`config.mk`:
```
export PLATFORM = sky130hd
export DESIGN_NAME = power_bank_ui_controller_core
export DESIGN_NICKNAME = d
export VERILOG_FILES = /design/src/hw/rtl/pbui_pkg.sv /design/src/hw/rtl/power_bank_ui_controller_core.sv /design/src/hw/rtl/pbui_core.sv
export SDC_FILE = /design/constraint.sdc
export NUM_CORES = 1
export LEC_CHECK = 0
export ABC_AREA = 0
export BUFFER_PORTS_ARGS = -buffer_cell sky130_fd_sc_hd__buf_4
export CAP_MARGIN = 5
export CELL_PAD_IN_SITES_DETAIL_PLACEMENT = 1
export CELL_PAD_IN_SITES_GLOBAL_PLACEMENT = 1
export CORE_UTILIZATION = 39
export CTS_BUF_LIST = sky130_fd_sc_hd__clkbuf_2
export DETAILED_ROUTE_END_ITERATION = 10
export PLACE_DENSITY_LB_ADDON = 0.1
export SLEW_MARGIN = 20
export SYNTH_ARGS = -nofsm -noshare
export SYNTH_HDL_FRONTEND = slang
export SYNTH_SLANG_ARGS = --single-unit
```
`constraint.sdc`:
```
create_clock -name clk_i -period 4.2 [get_ports clk_i]
set_input_delay 0.63 -clock clk_i [delete_from_list [all_inputs] [get_ports clk_i]]
set_output_delay 0.63 -clock clk_i [all_outputs]
set_load 0.01 [all_outputs]
```
`src/hw/rtl/pbui_pkg.sv`:
```
// Shared types and constants for the power bank user interface controller.
package pbui_pkg;

  typedef enum logic [1:0] {
    EV_NONE    = 2'd0,
    EV_PRESS   = 2'd1,
    EV_LONG    = 2'd2,
    EV_RELEASE = 2'd3
  } pbui_event_e;

  typedef enum logic [1:0] {
    MODE_CLEAR    = 2'd0,
    MODE_LEVEL    = 2'd1,
    MODE_CHARGING = 2'd2,
    MODE_FULL     = 2'd3
  } pbui_mode_e;

  localparam int unsigned CfgIdxW   = 2;
  localparam int unsigned CfgDataW  = 16;
  localparam int unsigned BlinkW    = 8;
  localparam int unsigned CountW    = 16;

  localparam logic [CfgIdxW-1:0] CFG_BLINK_LIMIT   = 2'd0;
  localparam logic [CfgIdxW-1:0] CFG_SHOW_TICKS    = 2'd1;
  localparam logic [CfgIdxW-1:0] CFG_CURRENT_SENSE = 2'd2;

  localparam logic [BlinkW-1:0] BLINK_LIMIT_RST = 8'd50;
  localparam logic [CountW-1:0] SHOW_TICKS_RST  = 16'd500;

  typedef struct packed {
    logic [BlinkW-1:0] blink_limit;
    logic [CountW-1:0] show_ticks;
    logic              current_sense_enable;
  } pbui_cfg_t;

  typedef struct packed {
    logic [1:0] button_event;
    logic       charger_connected;
    logic       charge_current;
    logic       relay_on;
  } pbui_item_t;

  typedef struct packed {
    logic [1:0] display_mode;
    logic       blink_phase;
    logic       flashlight_on;
  } pbui_result_t;

endpackage

```
`src/hw/rtl/power_bank_ui_controller_core.sv`:
```
// Top level: configuration registers, input word register and result register.
// A single pass of tick logic takes the input word into the result register.
// Throughput: one word per cycle while the output is not stalled.
// The input register takes one more word while the result waits, then it stalls.
// Reset (rst_ni low, asynchronous) empties both registers, clears all tick
// state and loads the configuration defaults.
module power_bank_ui_controller_core import pbui_pkg::*; (
  input  logic                clk_i,
  input  logic                rst_ni,
  input  logic                cfg_we_i,
  input  logic [CfgIdxW-1:0]  cfg_index_i,
  input  logic [CfgDataW-1:0] cfg_data_i,
  input  logic                in_valid_i,
  output logic                in_stall_o,
  input  logic [1:0]          button_event_i,
  input  logic                charger_connected_i,
  input  logic                charge_current_i,
  input  logic                relay_on_i,
  output logic                out_valid_o,
  input  logic                out_stall_i,
  output logic [1:0]          display_mode_o,
  output logic                blink_phase_o,
  output logic                flashlight_on_o
);

  pbui_cfg_t    cfg_q;
  logic         in_valid_q;
  pbui_item_t   in_item_q;
  logic         out_valid_q;
  pbui_result_t out_res_q;
  pbui_result_t step_res;
  logic         out_free;
  logic         step;
  logic         in_accept;

  always_ff @(posedge clk_i or negedge rst_ni) begin
    if (!rst_ni) begin
      cfg_q.blink_limit          <= BLINK_LIMIT_RST;
      cfg_q.show_ticks           <= SHOW_TICKS_RST;
      cfg_q.current_sense_enable <= 1'b1;
    end else if (cfg_we_i) begin
      case (cfg_index_i)
        CFG_BLINK_LIMIT:   cfg_q.blink_limit          <= cfg_data_i[BlinkW-1:0];
        CFG_SHOW_TICKS:    cfg_q.show_ticks           <= cfg_data_i[CountW-1:0];
        CFG_CURRENT_SENSE: cfg_q.current_sense_enable <= cfg_data_i[0];
        default: ;
      endcase
    end
  end

  assign out_free   = !out_valid_q || !out_stall_i;
  assign step       = in_valid_q && out_free;
  assign in_stall_o = in_valid_q && !out_free;
  assign in_accept  = in_valid_i && !in_stall_o;

  always_ff @(posedge clk_i or negedge rst_ni) begin
    if (!rst_ni) begin
      in_valid_q  <= 1'b0;
      out_valid_q <= 1'b0;
    end else begin
      if (in_accept) begin
        in_valid_q <= 1'b1;
      end else if (step) begin
        in_valid_q <= 1'b0;
      end
      if (out_free) begin
        out_valid_q <= in_valid_q;
      end
    end
  end

  always_ff @(posedge clk_i) begin
    if (in_accept) begin
      in_item_q.button_event      <= button_event_i;
      in_item_q.charger_connected <= charger_connected_i;
      in_item_q.charge_current    <= charge_current_i;
      in_item_q.relay_on          <= relay_on_i;
    end
    if (step) begin
      out_res_q <= step_res;
    end
  end

  pbui_core u_core (
    .clk_i  (clk_i),
    .rst_ni (rst_ni),
    .step_i (step),
    .item_i (in_item_q),
    .cfg_i  (cfg_q),
    .res_o  (step_res)
  );

  assign out_valid_o     = out_valid_q;
  assign display_mode_o  = out_res_q.display_mode;
  assign blink_phase_o   = out_res_q.blink_phase;
  assign flashlight_on_o = out_res_q.flashlight_on;

endmodule

```
`src/hw/rtl/pbui_core.sv`:
```
// Controller state registers and the single-tick update logic.
module pbui_core import pbui_pkg::*; (
  input  logic         clk_i,
  input  logic         rst_ni,
  input  logic         step_i,
  input  pbui_item_t   item_i,
  input  pbui_cfg_t    cfg_i,
  output pbui_result_t res_o
);

  logic [BlinkW-1:0] blink_count_q, blink_count_d;
  logic              blink_level_q, blink_level_d;
  logic              show_level_q, show_level_d;
  logic              long_done_q, long_done_d;
  logic [CountW-1:0] countdown_q, countdown_d;
  logic              prev_charger_q, prev_charger_d;
  logic              lamp_q, lamp_d;
  logic [1:0]        mode;
  logic [BlinkW-1:0] blink_inc;

  always_comb begin
    blink_count_d  = blink_count_q;
    blink_level_d  = blink_level_q;
    show_level_d   = show_level_q;
    long_done_d    = long_done_q;
    countdown_d    = countdown_q;
    lamp_d         = lamp_q;
    prev_charger_d = item_i.charger_connected;
    mode           = MODE_CLEAR;

    // Unplugging drops whatever was shown.
    if (prev_charger_q && !item_i.charger_connected) begin
      show_level_d = 1'b0;
      countdown_d  = '0;
    end

    blink_inc = blink_count_q + BlinkW'(1);
    if (blink_inc >= cfg_i.blink_limit) begin
      blink_count_d = '0;
      blink_level_d = ~blink_level_q;
    end else begin
      blink_count_d = blink_inc;
    end

    if (!item_i.charger_connected) begin
      case (item_i.button_event)
        EV_PRESS: begin
          long_done_d = 1'b0;
        end
        EV_LONG: begin
          long_done_d  = 1'b1;
          show_level_d = 1'b0;
          countdown_d  = '0;
        end
        EV_RELEASE: begin
          if (!long_done_q) begin
            show_level_d = 1'b1;
            countdown_d  = cfg_i.show_ticks;
          end else begin
            show_level_d = 1'b0;
            countdown_d  = '0;
          end
        end
        default: ;
      endcase
    end else begin
      show_level_d = 1'b1;
      countdown_d  = '0;
    end

    if (item_i.button_event == EV_LONG) begin
      lamp_d = ~lamp_q;
    end

    if (!show_level_d) begin
      mode = MODE_CLEAR;
    end else if (item_i.charger_connected) begin
      mode = (cfg_i.current_sense_enable && !item_i.charge_current) ?
             MODE_FULL : MODE_CHARGING;
    end else begin
      mode = MODE_LEVEL;
      // A countdown that runs out in this tick already clears the display.
      if (countdown_d != '0) begin
        countdown_d = countdown_d - CountW'(1);
        if (countdown_d == '0) begin
          show_level_d = 1'b0;
          mode         = MODE_CLEAR;
        end
      end
    end

    if (!item_i.relay_on) begin
      lamp_d = 1'b0;
    end
  end

  always_ff @(posedge clk_i or negedge rst_ni) begin
    if (!rst_ni) begin
      blink_count_q  <= '0;
      blink_level_q  <= 1'b0;
      show_level_q   <= 1'b0;
      long_done_q    <= 1'b0;
      countdown_q    <= '0;
      prev_charger_q <= 1'b0;
      lamp_q         <= 1'b0;
    end else if (step_i) begin
      blink_count_q  <= blink_count_d;
      blink_level_q  <= blink_level_d;
      show_level_q   <= show_level_d;
      long_done_q    <= long_done_d;
      countdown_q    <= countdown_d;
      prev_charger_q <= prev_charger_d;
      lamp_q         <= lamp_d;
    end
  end

  assign res_o.display_mode  = mode;
  assign res_o.blink_phase   = blink_level_d;
  assign res_o.flashlight_on = lamp_d;

endmodule

```
* Word-level counts from Yosys, hierarchy flattened
Index checks and enable logic that the tools add are counted.
Cells by class: add/subtract/negate cells 2, order comparisons 1, equal/unequal tests 5, mux-type cells 26, bitwise logic cells 3, reduce and logical (&&, ||, !) cells 21
Operators with widths (number):
- $mux W16 | 6
- $pmux W16 S2 | 1
- $logic_not A16 Y1 | 1
- $reduce_bool A16 Y1 | 1
- $sub A16 B1 Y16 const B | 1
- $mux W1 | 14
- $add A8 B1 Y8 const B | 1
- $ge A8 B8 Y1 | 1
- $mux W8 | 1
- $eq A2 B2 Y1 const B | 3
- $logic_not A1 Y1 | 6
- $reduce_and A2 Y1 | 3
- $logic_and A1 B1 Y1 | 5
- $eq A2 B1 Y1 const B | 2
- $mux W2 | 2
- $pmux W1 S2 | 2
- $reduce_bool A2 Y1 | 2
- $not A1 Y1 | 3
- $reduce_and A3 Y1 | 1
- $logic_not A2 Y1 | 1
- $logic_or A1 B1 Y1 | 1
Storage, ports and cells: register bits 65, input port bits 28

* Logic depth before layout (Yosys ltp)
Gate-level depths: netlist (run 1).
depth in word-level cells 11, mapped depth 16, depth with buffers taken out 14

* Hierarchy
From an unflattened synthesis (run 1), not the netlist that was laid out.
Second synthesis, totals: cell total of the unflattened synthesis 381, area total of the unflattened synthesis 3932.5 sq um
By module, submodules not included:
- pbui_core | instances 1, cells an instance 310, area an instance 2598.7 sq um
- power_bank_ui_controller_core | instances 1, cells an instance 71, area an instance 1333.8 sq um

* Worst setup path before layout (run 1)
OpenSTA, ideal clock, no wires.
kind flip-flop to flip-flop, start point register in_item_q[4] (netlist name), end point register out_res_q, in the netlist display_mode_o[0] (data pin), arrival time 2.954 ns, path slack 0.992 ns, stages on the path, launching flop included 15, path through edfxtp_1 -> ha_1 -> nor2_2 -> buf_6 -> a32oi_1 -> or2_2 -> ha_1 -> clkbuf_1 -> inv_1 -> a211oi_1 -> a41oi_1 -> o32ai_1 -> nor2_1 -> nand3_1 -> o21a_1
Between the ends: word-level cells in the longest chain between the ends 8, elaborated cells between the ends (all ways) 12, classes of those cells 1 x add/sub; 2 x eq/ne; 7 x mux; 2 x reduce/logical
RTL lines:
- from (decl) | RTL line power_bank_ui_controller_core.sv:28 | pbui_item_t in_item_q;
- $eq A2 B2 Y1 | RTL line pbui_core.sv:46 | case (item_i.button_event)
- $pmux W16 S2 | RTL line pbui_core.sv:46
- $mux W16 | RTL line pbui_core.sv:45 | if (!item_i.charger_connected) begin
- $sub A16 B1 Y16 | RTL line pbui_core.sv:84 | countdown_d = countdown_d - CountW'(1);
- $logic_not A16 Y1 | RTL line pbui_core.sv:85 | if (countdown_d == '0) begin
- $mux W1 | RTL line pbui_core.sv:85
- $mux W2 | RTL line pbui_core.sv:83 | if (countdown_d != '0) begin
- $mux W2 | RTL line pbui_core.sv:77 | end else if (item_i.charger_connected) begin
- to (signal assigned) | RTL line power_bank_ui_controller_core.sv:80 | out_res_q <= step_res;
- to (decl) | RTL line power_bank_ui_controller_core.sv:30 | pbui_result_t out_res_q;
Parallel ways exist; a longest one is shown, timed or not. A chain may end at the register's enable or synchronous reset.

* Worst setup path after layout (run 1)
Ends and elaborated chain as after synthesis.

==> results of run 1 <==
==> layer usage <==
metal,GRT usage,vias to the layer above,share of wire
li1,-,1380,-
met1,0.276,1431,0.46
met2,0.360,44,0.50
met3,0.0341,8,0.032
met4,0.0645,0,0.011
met5,0,-,0
==> cells by family (layout without fill, tap and decap cells) <==
group | count (synthesis) | in the layout | synth area share
adder cells (fa/ha/maj) | 14 | 14 | 0.0470
flip-flops | 65 | 65 | 0.452
AND/OR/NAND/NOR | 123 | 123 | 0.166
buffers and inverters | 35 | 72 | 0.0463
multiplexers | 21 | 21 | 0.0631
AO/OA/AOI/OAI | 84 | 84 | 0.186
XOR/XNOR | 17 | 17 | 0.0399
==> sequential cells by signal, indices dropped and copies added, names as in the netlist <==
register               flops
blink_phase_o              1
cfg_q                     25
display_mode_o             2
flashlight_on_o            1
in_item_q                  5
in_valid_q                 1
out_valid_o                1
u_core.blink_count_q       8
u_core.blink_level_q       1
u_core.countdown_q        16
u_core.lamp_q              1
u_core.long_done_q         1
u_core.prev_charger_q      1
u_core.show_level_q        1
==> Yosys cell counts (4+ instances only) <==
cell type	count	area [sq um]
mux2_2	20	225
edfxtp_1	9	270
and2_1	4	25.0
nor2_1	19	71.3
o21ai_0	17	85.1
nor3_1	9	45.0
inv_1	15	56.3
nand2_1	45	169
dfstp_2	10	263
o21ai_1	9	45.0
dfrtp_1	46	1150
a32oi_2	7	114
clkbuf_1	11	41.3
xnor2_1	11	96.3
nand4_1	8	50.1
xor2_1	6	52.6
nand2b_1	5	31.3
nand3_1	14	70.1
buf_6	5	56.3
a32oi_1	8	70.1
a21o_1	4	30.0
a21oi_1	8	40.0
ha_1	14	175
==> path summary, 6_finish.rpt <==
path	startpoint	to	slack, ps	cells past startpoint
max	in_item_q[4]	display_mode_o[0]	730	14
min	rst_ni	u_core.countdown_q[7]	140	1
max reg2reg	in_item_q[4]	display_mode_o[0]	730	14
min reg2reg	u_core.blink_level_q	u_core.blink_level_q	500	1
max in group asynchronous	rst_ni	u_core.countdown_q[3]	3560	1
min in group clk_i	button_event_i[1]	in_item_q[4]	290	1
==> layout make-up <==
class                   count  share of cell area
well taps                 129              0.0381
clock inverters             7              0.0277
inverters                  16              0.0142
clock buffers               9              0.0106
repair buffers             40              0.0708
flip-flops and latches     65               0.397
multi-input cells         259               0.441
==> through the flow <==
stage	power (mW)	utilization	instances	cell area [sq um]
final	2.17	0.459	525	4240
after global routing	2.32	0.459	525	4240
after CTS	2.19	0.459	525	4240
after detailed placement	1.68	0.441	509	4080
after global placement	1.65	0.441	509	4080
after floorplan	1.47	-	359	3730
==> power by group through the flow <==
stage	combinational (mW)	sequential, mW	clock (mW)
5_1_grt	0.869	0.907	0.544
3_5_place_dp	0.774	0.903	0
6_report	0.769	0.889	0.507
2_1_floorplan	0.601	0.869	0
3_3_place_gp	0.757	0.896	0
4_1_cts	0.778	0.890	0.521
==> out/metrics.csv, run 1 <==
stage,metric,value,unit
finish,drive_above_1_share,0.268,
yosys,synth.distinct_cells,57,
clock_tree,cts_tree,yes,
timing,worstMarginPinSlew,891,ps
pwr,cellPowerDensity,511,nW/um^2
placement,preCtsSetupSlack,741,ps
placement,gp_congestion,0.833,
pwr,p_comb_frac,0.355,
critical_path,end_kind,flip-flop,
critical_path,cp.required,4590,ps
critical_path,crit_buf_inv,2,
global_routing,grtUsageTotal,0.211,
timing,tns,0,ps
clock_tree,cts-htree-levels,3,
finish,final_cell_mix,"dfrtp_1, nand2_1, buf_4",
pwr,power_switching,802,uW
worst_hold_path,hold_class,in -> async,
finish,area_growth,13.7,%
drt,wl_per_cell,18.0,um
clock_tree,cts_resized,0,
drt,via_per_inst,5.45,
yosys,synth_edf_count,9,
clock_tree,clockBufferDepth,2,
clock_tree,clock_latency,500,ps
yosys,yosysSeqAreaShare,0.452,
finish,final-seq-area,1680,sq um
global_routing,grt_max_degree,57,
clock_tree,cts_setup_buffers,0,
yosys,syn_area,3730,sq um
yosys,yosys_warnings,0,
critical_path,cpMaxStageDelayCell,edfxtp_1,
global_routing,grt_pass1_wl,16000,um
yosys,postSynthAreaPerCell,10.4,sq um
yosys,netlist_instances,359,
placement,place_hpwl,7100,um
flow_run,maxCapViolCount,0,
timing,finalCritPeriodShare,0.827,
finish,multi_input_comb_area,1870,sq um
yosys,synthFlopType,dfrtp_1,
drt,drt_wl_total,9460,um
pwr,clkPwrFrac,0.234,
timing,min_period,3470,ps
global_routing,overflow,0,
global_routing,antenna_found_initial,0,
timing,finalSetupViolCount,0,
pwr,seqPwrFrac,0.410,
timing,rsz0062_at_grt,false,
die,core_area,9240,sq um
clock_tree,clkSinkCount,65,
critical_path,crit_family,compound AO/OA/AOI/OAI gates,
timing,worst_hold_slack,137,ps
drt,drtAntennaViolNets,0,
critical_path,worst_setup_path_start_kind,flip-flop,
pwr,ir_worst_vdd,0.000191,V
timing,hold_viol_final,0,
finish,fin_nets,433,
drt,first_iter_violations,89,
die,start_util,0.404,
finish,insertedDiodeCount,0,
pwr,p_leak,1.81,nW
critical_path,path_class,reg -> reg,
drt,first_pass_iters,4,
finish,layout.cells.most_common,dfrtp_1,
drt,route.detailed.drc,0,
critical_path,path_max_fanout,15,
critical_path,cp.arrival,3870,ps
die,io_pins,34,
die,die_x,99.8,um
die,die_h,99.8,um
clock_tree,cts_buffers,9,
critical_path,max_stage_delay,440,ps
critical_path,path_cells,ha_1 > nor2_2 > buf_4 > a32oi_1 > or2_2 > ha_1 > inv_1 > a211oi_1 > a41oi_1 > nor2_1 > o32ai_1 > nor2_1 > nand3_1 > o21a_1,
pwr,intPower,1.36,mW
finish,filler_cell_count,1062,
clock_tree,hold_buffers,0,
timing,fin_ws,727,ps
die,die-area,9960,sq um
global_routing,grt_pass1_vias,3059,
timing,max_freq,288,MHz
placement,port_buffers,33,
clock_tree,clk_pin_slew,210,ps
timing,relSlewSlack,0.402,
timing,finalClockSkew,30.6,ps
run_status,outcome,finished clean,
yosys,synth.net_count,401,
timing,final_max_slew_viol_count,0,
die,rows,35,
pwr,power_switching_share,0.370,
yosys,async_flop_share,0.862,
yosys,synth_seq_cells,65,
clock_tree,ctsRootBufferMaster,clkbuf_2,
drt,dr_total_vias,2863,
(Power assumes the default switching activity.)
==> inputs of run 2 (changes only) <==
==> constraint.sdc (replaced) <==
create_clock -name clk_i -period 3.05 [get_ports clk_i]
set_input_delay 0.4575 -clock clk_i [delete_from_list [all_inputs] [get_ports clk_i]]
set_output_delay 0.4575 -clock clk_i [all_outputs]
set_load 0.01 [all_outputs]
==> out/metrics.csv, run 2 (synthesis gave the netlist of run 1 again) <==
stage,metric,value,unit,change
run_status,outcome,finished clean,,
drt,wl_per_cell,18.0,um,about the same
drt,via_per_inst,5.38,,-1.4%
drt,first_pass_iters,4,,unchanged
critical_path,cp.arrival,3190,ps,-680 ps
die,io_pins,34,,unchanged
global_routing,antenna_found_initial,0,,unchanged
timing,finalClockSkew,39.4,ps,+8.84 ps
drt,dr_total_vias,2962,,+3.5%
finish,layout.cells.most_common,buf_4,,
timing,worst_hold_slack,160,ps,+22.7 ps
timing,final_max_slew_viol_count,0,,unchanged
placement,gp_congestion,0.878,,+5.3%
worst_hold_path,hold_class,in -> reg,,
finish,multi_input_comb_area,1940,sq um,+3.7%
timing,finalSetupViolCount,0,,unchanged
timing,min_period,2910,ps,-567 ps
finish,largest_reg_flops,25,,unchanged
timing,finalCritPeriodShare,0.953,,+0.126
pwr,p_leak,1.93,nW,+6.8%
finish,final_cells,551,,+5.0%
flow_run,maxCapViolCount,0,,unchanged
critical_path,end_kind,flip-flop,,
die,die-area,9960,sq um,unchanged
finish,filler_cell_count,1046,,-1.5%
die,start_util,0.404,,unchanged
critical_path,path_class,reg -> reg,,
drt,route.detailed.drc,0,,unchanged
pwr,ir_worst_vdd,0.000259,V,+35%
drt,drt_wl_total,9930,um,+5.0%
finish,area_growth,20.3,%,
drt,first_iter_violations,57,,-36%
timing,worstMarginPinSlew,819,ps,-72.5 ps
timing,hold_viol_final,0,,unchanged
die,die_h,99.8,um,unchanged
finish,final-seq-area,1680,sq um,unchanged
timing,relSlewSlack,0.451,,+0.0486
placement,place_inst,533,,+4.7%
finish,fin_nets,459,,+6.0%
pwr,p_total,3.03,mW,+40%
critical_path,cp.required,3330,ps,-1260 ps
clock_tree,clockBufferDepth,2,,unchanged
clock_tree,cts_buffers,9,,unchanged
clock_tree,clk_pin_slew,200,ps,about the same
clock_tree,clock_latency,490,ps,about the same
die,die_x,99.8,um,unchanged
clock_tree,clkSinkCount,65,,unchanged
critical_path,path_max_fanout,10,,-5
pwr,cellPowerDensity,676,nW/um^2,+32%
placement,place_hpwl,7530,um,+6.1%
die,core_area,9240,sq um,unchanged
clock_tree,ctsRootBufferMaster,clkbuf_2,,
global_routing,grt_pass1_wl,16200,um,+1.6%
critical_path,worst_setup_path_start_kind,flip-flop,,
global_routing,grt_max_degree,57,,unchanged
finish,insertedDiodeCount,0,,unchanged
finish,final_cell_mix,"buf_4, dfrtp_1, nand2_1",,
drt,drtAntennaViolNets,0,,unchanged
placement,port_buffers,33,,unchanged
clock_tree,cts_tree,yes,,
timing,max_freq,344,MHz,+19%
clock_tree,cts-htree-levels,3,,unchanged
finish,top_register,cfg_q,,
global_routing,grt_pass1_vias,3149,,+2.9%
finish,drive_above_1_share,0.322,,+0.0546
finish,biggestRegsByFlops,"cfg_q: 25 flops, u_core.countdown_q: 16 flops, u_core.blink_count_q: 8 flops",,
global_routing,grtUsageTotal,0.214,,+0.00265
global_routing,overflow,0,,unchanged
die,rows,35,,unchanged
## run 2: power breakdown
part | internal, mW | switching [mW]
sequential | 1.08 | 0.152
combinational | 0.551 | 0.671
clock | 0.263 | 0.317
total | 1.89 | 1.14
## run 2: final cells by class
cell class	instances	area share
multi-input combinational	259	0.433
sequential	65	0.375
timing repair buffer	66	0.114
tap	129	0.0360
clock inverter	7	0.0190
inverter	16	0.0134
clock buffer	9	0.0100
## run 2: critical path, cell delays in order, from the launching register on
cell	delay (ps)
edfxtp_1	420
inv_1	80
ha_2	240
nor2_4	60
buf_4	170
buf_4	170
a32oi_1	240
buf_4	240
nand3_1	130
nor4_2	330
xnor2_1	100
nor2_1	170
nand4_1	170
o21a_1	220
## run 2: metal layers
metal | up-vias | part of all wire | GRT usage | wire (um)
met2 | 30 | 0.48 | 0.358 | 4810
met1 | 1479 | 0.47 | 0.277 | 4670
met4 | 0 | 0.025 | 0.0837 | 248
li1 | 1434 | - | - | -
met3 | 19 | 0.020 | 0.0348 | 194
met5 | - | 0 | 0 | 0
## run 2: final timing paths
path                                 startpoint                endpoint  slack, ps  depth (start not counted)
hold reg to reg            u_core.blink_level_q    u_core.blink_level_q        510                          1
max in group asynchronous                rst_ni  u_core.countdown_q[13]       1970                          2
min in group asynchronous                rst_ni   u_core.countdown_q[6]        520                          2
setup / recovery                   in_item_q[3]       display_mode_o[0]        140                         13
setup reg to reg                   in_item_q[3]       display_mode_o[0]        140                         13
hold / removal                 charge_current_i            in_item_q[1]        160                          1
## run 2: repair_timing
item                                    CTS  global route
hold buffers                              1             0
endpoints found under the hold margin    20             0
resized for setup                         0             8
endpoints found under the setup margin    0            17
setup buffers                             0             1
## run 2: stage by stage
stage / setup WS [ps] / util / setup TNS [ps] / instance area (sq um)
floorplan: 12.4 / - / 0 / 3750
global placement: 81.0 / 0.464 / 0 / 4290
detailed placement: 3.65 / 0.464 / 0 / 4290
CTS: 23.3 / 0.479 / 0 / 4430
global route: -14.6 / 0.486 / -23.7 / 4490
finish: 144 / 0.486 / 0 / 4490
==> inputs of run 3 (changes only) <==
==> constraint.sdc (replaced) <==
create_clock -name clk_i -period 3.55 [get_ports clk_i]
set_input_delay 0.5325 -clock clk_i [delete_from_list [all_inputs] [get_ports clk_i]]
set_output_delay 0.5325 -clock clk_i [all_outputs]
set_load 0.01 [all_outputs]
==> out/metrics.csv, run 3 (synthesis gave the netlist of run 1 again) <==
stage,metric,value,unit,change
drt,route.detailed.drc,0,,unchanged
finish,layout.cells.most_common,dfrtp_1,,
finish,final_cell_mix,"dfrtp_1, nand2_1, buf_4",,
critical_path,reg2reg_depth,11,,-2
finish,final_cells,527,,-4.4%
timing,tns,0,ps,unchanged
die,io_pins,34,,unchanged
finish,fin_util,0.457,,-0.0288
die,start_util,0.404,,unchanged
timing,finalClockSkew,24.1,ps,-15.4 ps
die,die_h,99.8,um,unchanged
timing,relSlewSlack,0.351,,-0.0998
placement,preCtsSetupSlack,139,ps,+136 ps
timing,final_max_slew_viol_count,0,,unchanged
placement,place_hpwl,6960,um,-7.5%
pwr,ir_worst_vdd,0.000272,V,+5.2%
critical_path,worst_setup_path_start_kind,flip-flop,,
drt,first_pass_iters,4,,unchanged
placement,port_buffers,33,,unchanged
drt,via_per_inst,5.46,,+1.6%
drt,first_iter_violations,71,,+25%
die,rows,35,,unchanged
clock_tree,cts_buffers,9,,unchanged
drt,drtAntennaViolNets,0,,unchanged
global_routing,antenna_found_initial,0,,unchanged
clock_tree,cts-htree-levels,3,,unchanged
global_routing,grt_pass1_wl,15800,um,-2.9%
clock_tree,clock_latency,500,ps,about the same
timing,max_freq,309,MHz,-10%
clock_tree,clk_pin_slew,220,ps,+20 ps
clock_tree,clockBufferDepth,2,,unchanged
clock_tree,ctsRootBufferMaster,clkbuf_2,,
die,core_area,9240,sq um,unchanged
timing,finalSetupViolCount,0,,unchanged
finish,largest_reg_flops,25,,unchanged
global_routing,grt_pass1_vias,3037,,-3.6%
die,die-area,9960,sq um,unchanged
global_routing,overflow,0,,unchanged
die,die_x,99.8,um,unchanged
finish,top_register,cfg_q,,
pwr,cellPowerDensity,566,nW/um^2,-16%
drt,drt_wl_total,9450,um,-4.9%
placement,gp_congestion,0.840,,-4.2%
clock_tree,clkSinkCount,65,,unchanged
worst_hold_path,hold_class,in -> async,,
critical_path,path_max_fanout,14,,+4
pwr,p_leak,1.80,nW,-7.0%
finish,area_growth,13.2,%,
critical_path,cp.required,3820,ps,+490 ps
timing,fin_ws,319,ps,+175 ps
global_routing,grt_max_degree,57,,unchanged
timing,hold_viol_final,0,,unchanged
timing,worstMarginPinSlew,968,ps,+149 ps
critical_path,end_kind,flip-flop,,
drt,dr_total_vias,2879,,-2.8%
timing,rsz0062_at_grt,false,,
finish,biggestRegsByFlops,"cfg_q: 25 flops, u_core.countdown_q: 16 flops, u_core.blink_count_q: 8 flops",,
finish,fin_nets,435,,-5.2%
critical_path,cp.arrival,3500,ps,+310 ps
critical_path,path_class,reg -> reg,,
finish,insertedDiodeCount,0,,unchanged
critical_path,crit_start,in_item_q[3],,
timing,min_period,3230,ps,+325 ps
finish,drive_above_1_share,0.279,,-0.0434
placement,place_inst,511,,-4.1%
drt,wl_per_cell,17.9,um,-0.56%
critical_path,r2r_start,in_item_q[3],,
timing,finalCritPeriodShare,0.910,,-0.0426
clock_tree,cts_tree,yes,,
flow_run,maxCapViolCount,0,,unchanged
global_routing,grtUsageTotal,0.208,,-0.00581
run_status,outcome,finished clean,,
## run 3: what timing repair did
action,CTS,global route
buffers inserted,0,0
setup endpoints to repair,0,5
gates resized for setup,0,4
hold buffers,0,0
## run 3: final timing paths
kind	endpoint	slack (ps)
min in group clk_i	in_item_q[4]	210
setup reg to reg	display_mode_o[0]	320
setup / recovery	display_mode_o[0]	320
max in group asynchronous	cfg_q[15]	3000
hold reg to reg	u_core.countdown_q[13]	520
hold / removal	u_core.prev_charger_q	50
## run 3: per-stage QoR
step | hold slack, ps | area, sq um | total power, mW
finish | 47.9 | 4220 | 2.39
CTS | 48.0 | 4190 | 2.40
global placement | 475 | 4090 | 1.96
global route | 58.8 | 4220 | 2.57
detailed placement | 475 | 4090 | 1.99
floorplan | 237 | 3730 | 1.74
## run 3: worst max-delay path, stage by stage (launching register included)
cell and delay [ps]:
edfxtp_1 440, inv_1 80, ha_1 270, nor2_2 90, buf_4 210, a32oi_2 480, nand4_4 320, nor4_2 450
nand3_1 150, a21oi_2 230, nand3_1 100, o21a_1 190
## run 3: cell type report
cell class | instances | area [sq um]
Clock buffer | 9 | 45.0
Clock inverter | 7 | 52.6
Fill cell | 1070 | 5020
Inverter | 16 | 60.1
Multi-Input combinational cell | 259 | 1900
Sequential cell | 65 | 1680
Tap cell | 129 | 161
Timing Repair Buffer | 42 | 315
## run 3: layer usage
metal	global-route usage	vias to the layer above	part of all wire
li1	-	1382	-
met3	0.0348	12	0.024
met2	0.353	33	0.50
met5	0	-	0
met1	0.268	1452	0.46
met4	0.0747	0	0.020
## run 3: where the power goes
part | internal [mW] | switching (mW) | leakage, nW
clock | 0.0992 | 0.307 | 0.0645
combinational | 0.395 | 0.536 | 0.963
sequential | 0.926 | 0.124 | 0.771
total | 1.42 | 0.967 | 1.80
